`src/rtl/aesinv_pkg.sv`:
```
// Package for the AES inverse cipher unit: S-box tables, Rcon, GF(2^8) helpers,
// register indexes and control types. Used by every module under rtl.
// No dependencies.
package aesinv_pkg;

	localparam int KsWords = 60;
	localparam int KsAddrW = 6;

	localparam logic [2:0] REG_KEY_SIZE = 3'd0;
	localparam logic [2:0] REG_KEY_W0   = 3'd1;
	localparam logic [2:0] REG_KEY_W1   = 3'd2;
	localparam logic [2:0] REG_KEY_W2   = 3'd3;
	localparam logic [2:0] REG_KEY_W3   = 3'd4;

	typedef logic [7:0] byte_t;
	typedef logic [127:0] block_t;

	typedef struct packed {
		logic       start;
		logic [3:0] nk;
		logic [3:0] nr;
	} ks_ctl_t;

	typedef struct packed {
		logic busy;
		logic done;
	} ks_sts_t;

	localparam byte_t FWD_SBOX [256] = '{
		8'h63,8'h7c,8'h77,8'h7b,8'hf2,8'h6b,8'h6f,8'hc5,8'h30,8'h01,8'h67,8'h2b,8'hfe,8'hd7,8'hab,8'h76,
		8'hca,8'h82,8'hc9,8'h7d,8'hfa,8'h59,8'h47,8'hf0,8'had,8'hd4,8'ha2,8'haf,8'h9c,8'ha4,8'h72,8'hc0,
		8'hb7,8'hfd,8'h93,8'h26,8'h36,8'h3f,8'hf7,8'hcc,8'h34,8'ha5,8'he5,8'hf1,8'h71,8'hd8,8'h31,8'h15,
		8'h04,8'hc7,8'h23,8'hc3,8'h18,8'h96,8'h05,8'h9a,8'h07,8'h12,8'h80,8'he2,8'heb,8'h27,8'hb2,8'h75,
		8'h09,8'h83,8'h2c,8'h1a,8'h1b,8'h6e,8'h5a,8'ha0,8'h52,8'h3b,8'hd6,8'hb3,8'h29,8'he3,8'h2f,8'h84,
		8'h53,8'hd1,8'h00,8'hed,8'h20,8'hfc,8'hb1,8'h5b,8'h6a,8'hcb,8'hbe,8'h39,8'h4a,8'h4c,8'h58,8'hcf,
		8'hd0,8'hef,8'haa,8'hfb,8'h43,8'h4d,8'h33,8'h85,8'h45,8'hf9,8'h02,8'h7f,8'h50,8'h3c,8'h9f,8'ha8,
		8'h51,8'ha3,8'h40,8'h8f,8'h92,8'h9d,8'h38,8'hf5,8'hbc,8'hb6,8'hda,8'h21,8'h10,8'hff,8'hf3,8'hd2,
		8'hcd,8'h0c,8'h13,8'hec,8'h5f,8'h97,8'h44,8'h17,8'hc4,8'ha7,8'h7e,8'h3d,8'h64,8'h5d,8'h19,8'h73,
		8'h60,8'h81,8'h4f,8'hdc,8'h22,8'h2a,8'h90,8'h88,8'h46,8'hee,8'hb8,8'h14,8'hde,8'h5e,8'h0b,8'hdb,
		8'he0,8'h32,8'h3a,8'h0a,8'h49,8'h06,8'h24,8'h5c,8'hc2,8'hd3,8'hac,8'h62,8'h91,8'h95,8'he4,8'h79,
		8'he7,8'hc8,8'h37,8'h6d,8'h8d,8'hd5,8'h4e,8'ha9,8'h6c,8'h56,8'hf4,8'hea,8'h65,8'h7a,8'hae,8'h08,
		8'hba,8'h78,8'h25,8'h2e,8'h1c,8'ha6,8'hb4,8'hc6,8'he8,8'hdd,8'h74,8'h1f,8'h4b,8'hbd,8'h8b,8'h8a,
		8'h70,8'h3e,8'hb5,8'h66,8'h48,8'h03,8'hf6,8'h0e,8'h61,8'h35,8'h57,8'hb9,8'h86,8'hc1,8'h1d,8'h9e,
		8'he1,8'hf8,8'h98,8'h11,8'h69,8'hd9,8'h8e,8'h94,8'h9b,8'h1e,8'h87,8'he9,8'hce,8'h55,8'h28,8'hdf,
		8'h8c,8'ha1,8'h89,8'h0d,8'hbf,8'he6,8'h42,8'h68,8'h41,8'h99,8'h2d,8'h0f,8'hb0,8'h54,8'hbb,8'h16
	};

	localparam byte_t INV_SBOX [256] = '{
		8'h52,8'h09,8'h6a,8'hd5,8'h30,8'h36,8'ha5,8'h38,8'hbf,8'h40,8'ha3,8'h9e,8'h81,8'hf3,8'hd7,8'hfb,
		8'h7c,8'he3,8'h39,8'h82,8'h9b,8'h2f,8'hff,8'h87,8'h34,8'h8e,8'h43,8'h44,8'hc4,8'hde,8'he9,8'hcb,
		8'h54,8'h7b,8'h94,8'h32,8'ha6,8'hc2,8'h23,8'h3d,8'hee,8'h4c,8'h95,8'h0b,8'h42,8'hfa,8'hc3,8'h4e,
		8'h08,8'h2e,8'ha1,8'h66,8'h28,8'hd9,8'h24,8'hb2,8'h76,8'h5b,8'ha2,8'h49,8'h6d,8'h8b,8'hd1,8'h25,
		8'h72,8'hf8,8'hf6,8'h64,8'h86,8'h68,8'h98,8'h16,8'hd4,8'ha4,8'h5c,8'hcc,8'h5d,8'h65,8'hb6,8'h92,
		8'h6c,8'h70,8'h48,8'h50,8'hfd,8'hed,8'hb9,8'hda,8'h5e,8'h15,8'h46,8'h57,8'ha7,8'h8d,8'h9d,8'h84,
		8'h90,8'hd8,8'hab,8'h00,8'h8c,8'hbc,8'hd3,8'h0a,8'hf7,8'he4,8'h58,8'h05,8'hb8,8'hb3,8'h45,8'h06,
		8'hd0,8'h2c,8'h1e,8'h8f,8'hca,8'h3f,8'h0f,8'h02,8'hc1,8'haf,8'hbd,8'h03,8'h01,8'h13,8'h8a,8'h6b,
		8'h3a,8'h91,8'h11,8'h41,8'h4f,8'h67,8'hdc,8'hea,8'h97,8'hf2,8'hcf,8'hce,8'hf0,8'hb4,8'he6,8'h73,
		8'h96,8'hac,8'h74,8'h22,8'he7,8'had,8'h35,8'h85,8'he2,8'hf9,8'h37,8'he8,8'h1c,8'h75,8'hdf,8'h6e,
		8'h47,8'hf1,8'h1a,8'h71,8'h1d,8'h29,8'hc5,8'h89,8'h6f,8'hb7,8'h62,8'h0e,8'haa,8'h18,8'hbe,8'h1b,
		8'hfc,8'h56,8'h3e,8'h4b,8'hc6,8'hd2,8'h79,8'h20,8'h9a,8'hdb,8'hc0,8'hfe,8'h78,8'hcd,8'h5a,8'hf4,
		8'h1f,8'hdd,8'ha8,8'h33,8'h88,8'h07,8'hc7,8'h31,8'hb1,8'h12,8'h10,8'h59,8'h27,8'h80,8'hec,8'h5f,
		8'h60,8'h51,8'h7f,8'ha9,8'h19,8'hb5,8'h4a,8'h0d,8'h2d,8'he5,8'h7a,8'h9f,8'h93,8'hc9,8'h9c,8'hef,
		8'ha0,8'he0,8'h3b,8'h4d,8'hae,8'h2a,8'hf5,8'hb0,8'hc8,8'heb,8'hbb,8'h3c,8'h83,8'h53,8'h99,8'h61,
		8'h17,8'h2b,8'h04,8'h7e,8'hba,8'h77,8'hd6,8'h26,8'he1,8'h69,8'h14,8'h63,8'h55,8'h21,8'h0c,8'h7d
	};

	localparam byte_t RCON [10] = '{
		8'h01,8'h02,8'h04,8'h08,8'h10,8'h20,8'h40,8'h80,8'h1b,8'h36
	};

	function automatic byte_t xtime(input byte_t a);
		return {a[6:0], 1'b0} ^ (a[7] ? 8'h1b : 8'h00);
	endfunction

	function automatic logic [31:0] sub_word(input logic [31:0] w);
		return {FWD_SBOX[w[31:24]], FWD_SBOX[w[23:16]], FWD_SBOX[w[15:8]], FWD_SBOX[w[7:0]]};
	endfunction

	// 9,11,13,14 multiples built from x2/x4/x8
	function automatic logic [31:0] inv_mix_col(input logic [31:0] c);
		byte_t a [4];
		byte_t m2 [4];
		byte_t m4 [4];
		byte_t m8 [4];
		byte_t m9 [4];
		byte_t mb [4];
		byte_t md [4];
		byte_t me [4];
		for (int i = 0; i < 4; i++) begin
			a[i]  = c[31-8*i -: 8];
			m2[i] = xtime(a[i]);
			m4[i] = xtime(m2[i]);
			m8[i] = xtime(m4[i]);
			m9[i] = m8[i] ^ a[i];
			mb[i] = m8[i] ^ m2[i] ^ a[i];
			md[i] = m8[i] ^ m4[i] ^ a[i];
			me[i] = m8[i] ^ m4[i] ^ m2[i];
		end
		return {me[0] ^ mb[1] ^ md[2] ^ m9[3],
		        m9[0] ^ me[1] ^ mb[2] ^ md[3],
		        md[0] ^ m9[1] ^ me[2] ^ mb[3],
		        mb[0] ^ md[1] ^ m9[2] ^ me[3]};
	endfunction

	function automatic block_t inv_shift_sub(input block_t s);
		block_t t;
		for (int r = 0; r < 4; r++) begin
			for (int c = 0; c < 4; c++) begin
				t[127-8*(4*((c+r)%4)+r) -: 8] = INV_SBOX[s[127-8*(4*c+r) -: 8]];
			end
		end
		return t;
	endfunction

	function automatic block_t inv_mix(input block_t s);
		block_t t;
		for (int c = 0; c < 4; c++) begin
			t[127-32*c -: 32] = inv_mix_col(s[127-32*c -: 32]);
		end
		return t;
	endfunction

endpackage

```
`src/rtl/aesinv_keysched.sv`:
```
// Key schedule expander: one schedule word per cycle into the round-key store.
// Also serves the round-key reads of the datapath. Depends on aesinv_pkg.
module aesinv_keysched (
	input  logic                        clk,
	input  logic                        arst_n,
	input  aesinv_pkg::ks_ctl_t         ctl,
	input  logic [255:0]                key,
	input  logic [aesinv_pkg::KsAddrW-3:0] rd_round,
	output logic [127:0]                rd_key,
	output aesinv_pkg::ks_sts_t         sts
);
	// stored as four column banks, one word a cycle written, one row read
	logic [31:0] bank0 [15];
	logic [31:0] bank1 [15];
	logic [31:0] bank2 [15];
	logic [31:0] bank3 [15];
	// last 8 words in a shift line for w[i-1] and w[i-nk]
	logic [31:0] win_q [8];
	logic [5:0]  idx_q;
	logic [5:0]  total_q;
	logic [3:0]  nk_q;
	logic [3:0]  ph_q;     // i mod nk
	logic [3:0]  rc_q;     // rcon index
	logic        busy_q;
	logic        done_q;
	logic [31:0] t_w;
	logic [31:0] old_w;
	logic [31:0] new_w;
	logic [31:0] key_w;

	always_comb begin
		t_w = win_q[0];
		if (ph_q == 4'd0) begin
			t_w = aesinv_pkg::sub_word({win_q[0][23:0], win_q[0][31:24]})
			      ^ {aesinv_pkg::RCON[rc_q], 24'd0};
		end else if (nk_q == 4'd8 && ph_q == 4'd4) begin
			t_w = aesinv_pkg::sub_word(win_q[0]);
		end
		old_w = win_q[nk_q[2:0] - 3'd1];
		key_w = key[255-32*idx_q[2:0] -: 32];
		new_w = (idx_q < {2'b0, nk_q}) ? key_w : (old_w ^ t_w);
	end

	always_ff @(posedge clk or negedge arst_n) begin
		if (!arst_n) begin
			busy_q <= 1'b0;
			done_q <= 1'b0;
			idx_q  <= '0;
			ph_q   <= '0;
			rc_q   <= '0;
		end else begin
			done_q <= 1'b0;
			if (ctl.start) begin
				busy_q  <= 1'b1;
				idx_q   <= '0;
				ph_q    <= '0;
				rc_q    <= '0;
				nk_q    <= ctl.nk;
				total_q <= {ctl.nr, 2'b00} + 6'd4;
			end else if (busy_q) begin
				idx_q <= idx_q + 6'd1;
				if (idx_q >= {2'b0, nk_q}) begin
					if (ph_q == nk_q - 4'd1) begin
						ph_q <= '0;
					end else begin
						ph_q <= ph_q + 4'd1;
					end
					if (ph_q == 4'd0) begin
						rc_q <= rc_q + 4'd1;
					end
				end
				if (idx_q == total_q - 6'd1) begin
					busy_q <= 1'b0;
					done_q <= 1'b1;
				end
			end
		end
	end

	always_ff @(posedge clk) begin
		if (busy_q) begin
			win_q[0] <= new_w;
			for (int k = 1; k < 8; k++) begin
				win_q[k] <= win_q[k-1];
			end
			unique case (idx_q[1:0])
				2'd0: bank0[idx_q[5:2]] <= new_w;
				2'd1: bank1[idx_q[5:2]] <= new_w;
				2'd2: bank2[idx_q[5:2]] <= new_w;
				default: bank3[idx_q[5:2]] <= new_w;
			endcase
		end
		rd_key <= {bank0[rd_round], bank1[rd_round], bank2[rd_round], bank3[rd_round]};
	end

	assign sts = '{busy: busy_q, done: done_q};

`ifndef SYNTHESIS
	a_no_start_busy: assert property (@(posedge clk) disable iff (!arst_n)
		busy_q |-> !ctl.start) else $error("schedule restarted while expanding");
	a_done_after_busy: assert property (@(posedge clk) disable iff (!arst_n)
		done_q |-> $past(busy_q)) else $error("done without expansion");
	a_idx_bound: assert property (@(posedge clk) disable iff (!arst_n)
		busy_q |-> idx_q < 6'd60) else $error("schedule index overrun");
`endif
endmodule
```
`config.mk`:
```
export PLATFORM = sky130hd
export DESIGN_NAME = aesinv_keysched
export DESIGN_NICKNAME = d
export VERILOG_FILES = /design/src/rtl/aesinv_pkg.sv /design/src/rtl/aesinv_keysched.sv
export SDC_FILE = /design/constraint.sdc
export NUM_CORES = 2
export LEC_CHECK = 0
export BUFFER_PORTS_ARGS = -buffer_cell sky130_fd_sc_hd__buf_4
export CORE_ASPECT_RATIO = 2
export CORE_MARGIN = 5
export CORE_UTILIZATION = 46
export DETAILED_ROUTE_END_ITERATION = 16
export HOLD_SLACK_MARGIN = 0.08
export MAX_ROUTING_LAYER = met4
export PLACE_DENSITY = 0.71
export SYNTH_ARGS = -nofsm -noshare
export SYNTH_HDL_FRONTEND = slang
export SYNTH_SLANG_ARGS = --single-unit
```
`constraint.sdc`:
```
create_clock -name clk -period 8.7 [get_ports clk]
set_clock_uncertainty 0.15 [all_clocks]
set_input_delay 0.435 -clock clk [delete_from_list [all_inputs] [get_ports clk]]
set_output_delay 0.435 -clock clk [all_outputs]
set_load 0.02 [all_outputs]
```
==> results.ini <==
[synthesis]
yosysSeqAreaShare_pct = 66.24
synth.net_count = 6566
synth_flop_cell = edfxtp_1
netlist_instances = 6216
syn_area_sq_mm = 0.1035
synth_edf_count = 2184
ys_ff_latch = 2328
yosysWarnings = 0
yosysUniqueCellTypes = 97
ys_async_sr_fraction_pct = 0.6873
syn_area_per_cell_sq_um = 16.65

[setup_path]
crit_type = reg -> reg
crit_path_top_delay_cell = o21ai_4
crit_required_ns = 9.15
ff2ff_path_depth = 12
critPathCaptureType = flop
timing.rr.end = bank0[14][13]$_DFFE_PP_
critPathMaxStageDelay_ns = 1.09
timing.reg2reg.setup_slack_ns = 2.40
rr_startpoint = win_q[0][1]$_DFFE_PP_
crit_top_cell = buf_4
cp_cell_sequence = buf_4 -> inv_1 -> ha_1 -> nand2b_1 -> nand3_1 -> a32o_1 -> a31oi_1 -> mux4_2 -> a222oi_1 -> xor2_1 -> o21ai_4 -> buf_4
cp.arrival_ns = 6.75
startpoint_type = flop
path_max_fanout = 42

[clock_network]
cts.htree.levels = 4
cts_root_buf = clkbuf_16
cts-resized-gates = 0
hold_buffers = 11
cts_buffers = 192
cts_max_path_buffers = 4
cts_tree = done
cts_sinks = 2328
cts_setup_buffers = 0
clkLatencyLatePin_ns = 0.83
clk_pin_slew_worst_paths_ns = 0.07

[floorplan]
coreArea_sq_mm = 0.2241
initial_core_util_pct = 46.18
die_x_um = 345.4
die_h_um = 680.8
rows = 246
die-area_sq_mm = 0.2351
io_pins = 401

[sta]
finalSetupViolations = 0
rsz0062_at_grt = no
slew_headroom_pct = 0.4903
min_period_over_period_pct = 72.36
fmax_ghz = 0.1589
hold_viol = 0
min_period_ns = 6.295
tightest_slew_ns = 1.493
fin_tns_setup_ns = 0
finalMaxSlewViolations = 0
hold_ws_ns = 0.07824

[run_status]
violations = max-capacitance violations
status = finished, violations left

[pwr]
leakagePower_nw = 38.32
power_density_mw_per_mm2 = 291.0
ir_worst_vdd_mv = 0.1799

[placed_design]
dp.cells = 9299
port_buffers = 400
routabilityCongestion = 1.040
dp_hpwl_mm = 223.2
dpl_cell_area_sq_mm = 0.1107

[detailed_routing]
drt-wirelength-per-cell_um = 35.72
viasPerCell = 6.556
first_iter_violations = 7290
drc = 0
antenna_left = 0
drtPass1Iterations = 6
route.vias.total = 63580
wirelength_mm = 346.4

[global_routing]
grt.met2_usage_pct = 50.57
busiest_layer = met2
antenna_found_initial = 44
gr-usage-all-layers_pct = 29.67
use_met3_pct = 4.801
grt_max_degree = 160
first_global_vias = 63200
use_met1_pct = 32.75
gr-total-overflow = 0
grt_pass1_wl_mm = 486.3

[hold_path]
whs_path_depth = 2
min_to = rd_key[18]$_DFF_P_
hold_class = in -> reg
hp-start = rd_round[3]

[cells_and_area]
multi_input_comb_area_sq_mm = 0.03328
area_growth_pct = 13.14
stdcell_count = 9698
finalNetCount = 6878
final_core_util_pct = 52.25
num-fill-cells = 17910
seq_area_sq_mm = 0.06856
final_layout_size_suffix_gt1_share_pct = 26.60
final_area_sq_mm = 0.1171

[job]
max_cap_violations = 1

==> routing by layer <==
| metal | wire length, um | up-vias | part of all wire (%) |
|---|---|---|---|
| met5 | 0 | - | 0 |
| met2 | 178500 | 3899 | 52 |
| met1 | 114100 | 32630 | 33 |
| met3 | 27210 | 1109 | 7.9 |
| li1 | - | 25950 | - |
| met4 | 26610 | 0 | 7.7 |
==> synth_stat cells, types with 21 or more instances <==
library cell     n  share of area (%)
a2111oi_0       21               0.18
a211oi_1        71               0.52
a21oi_1        179               0.87
a221oi_1        25               0.21
a311oi_1        44               0.37
a31oi_1         70               0.42
and2_1          27               0.16
and3_1          26               0.16
buf_1           77               0.28
buf_2          148               0.72
clkbuf_1       269               0.98
dfxtp_1        128                2.5
edfxtp_1      2184                 63
ha_1            79               0.96
inv_1           57               0.21
mux2_2          37               0.40
mux2i_1        195                1.9
mux4_2         668                 15
nand2_1        309                1.1
nand2b_1       103               0.62
nand3_1         99               0.48
nor2_1         207               0.75
nor2b_1        110               0.67
nor3_1          96               0.46
o211ai_1        66               0.48
o21ai_0        279                1.3
o221ai_1        21               0.18
o311ai_0        47               0.40
o31ai_1         29               0.21
or2_2           24               0.15
or3_1           29               0.18
xnor2_1         48               0.41
xor2_1          23               0.19
==> report_power, final <==
group	internal [mW]	total (mW)	switching, mW
clock network	4.69	8.70	4.01
logic	3.32	11.0	7.69
registers	13.9	14.4	0.414
total	21.9	34.1	12.1
==> cells by family (layout without fill, tap and decap cells) <==
kind of cell | Yosys count | after routing | synth area share [%]
adder cells (fa/ha/maj) | 79 | 79 | 0.9552
buffers and inverters | 583 | 1048 | 2.393
flip-flops | 2328 | 2328 | 66.24
AND/OR/NAND/NOR | 1130 | 1130 | 5.454
XOR/XNOR | 71 | 71 | 0.6009
multiplexers | 901 | 901 | 16.84
other | 0 | 41 | 0
AO/OA/AOI/OAI | 1124 | 1124 | 7.514
==> worst max-delay path: cells and delay by family, from the launching register on <==
kind	cells	cell delay (ns)
AO/OA/AOI/OAI	4	1.64
buffers and inverters	3	1.34
adder cells (fa/ha/maj)	1	0.91
AND/OR/NAND/NOR	2	0.85
multiplexers	1	0.59
flip-flops	1	0.34
XOR/XNOR	1	0.16
==> cell type report <==
type,instances,share of cell area [%]
antenna,41,0.08763
clock buffer,245,4.473
clock inverter,102,0.8368
inverter,66,0.2116
multi-input combinational,3305,28.43
sequential,2328,58.56
tap,2976,3.180
timing repair buffer,635,4.227
==> state kept, by name, summed over array words and instances, names as in the netlist, 6 cells and up <==
register and flops:
bank3 480, bank0 480, idx_q 6, win_q 256
bank1 480, bank2 480, rd_key 128
==> per-stage QoR <==
stage / total power [mW] / worst slack, ns
after floorplan: 20.68 / 1.656
after global placement: 25.21 / 2.777
after detailed placement: 25.20 / 2.752
after CTS: 33.81 / 2.726
after global routing: 35.01 / 2.405
final: 34.07 / 2.405
==> layout by cell type, fill, tap and decap left out, types with 22 or more instances in the layout <==
cell,n
clkbuf_1,33
nor2_1,146
buf_4,610
o31ai_1,25
nand2b_1,103
clkinv_2,27
and3_1,24
mux2_2,37
xor2_1,22
nor2_4,60
mux4_2,668
and2_1,27
o311ai_0,46
o211ai_1,66
or2_2,24
nor2b_1,110
a211oi_1,69
clkinv_1,30
ha_1,78
dfxtp_1,128
xnor2_1,48
clkbuf_16,195
nor3_1,96
a311oi_1,42
inv_1,56
a21oi_1,173
diode_2,41
nand3_1,98
nand2_1,309
a31oi_1,69
or3_1,29
mux2i_1,195
o21ai_0,276
edfxtp_1,2184
==> worst max-delay path by stage <==
| stage | slack (ns) | start | to | depth (start not counted) |
|---|---|---|---|---|
| 2_1_floorplan | 1.66 | nk_q[0]$_DFFE_PP_ | bank0[0][9]$_DFFE_PP_ | 14 |
| 3_3_place_gp | 2.78 | win_q[0][1]$_DFFE_PP_ | bank0[6][13]$_DFFE_PP_ | 12 |
| 3_5_place_dp | 2.75 | win_q[0][1]$_DFFE_PP_ | bank0[10][13]$_DFFE_PP_ | 12 |
| 4_1_cts | 2.73 | win_q[0][1]$_DFFE_PP_ | bank0[11][13]$_DFFE_PP_ | 12 |
| 5_1_grt | 2.41 | win_q[0][17]$_DFFE_PP_ | bank0[11][21]$_DFFE_PP_ | 12 |
| 6_report | 2.40 | win_q[0][1]$_DFFE_PP_ | bank0[14][13]$_DFFE_PP_ | 12 |
(Power assumes the default switching activity.)
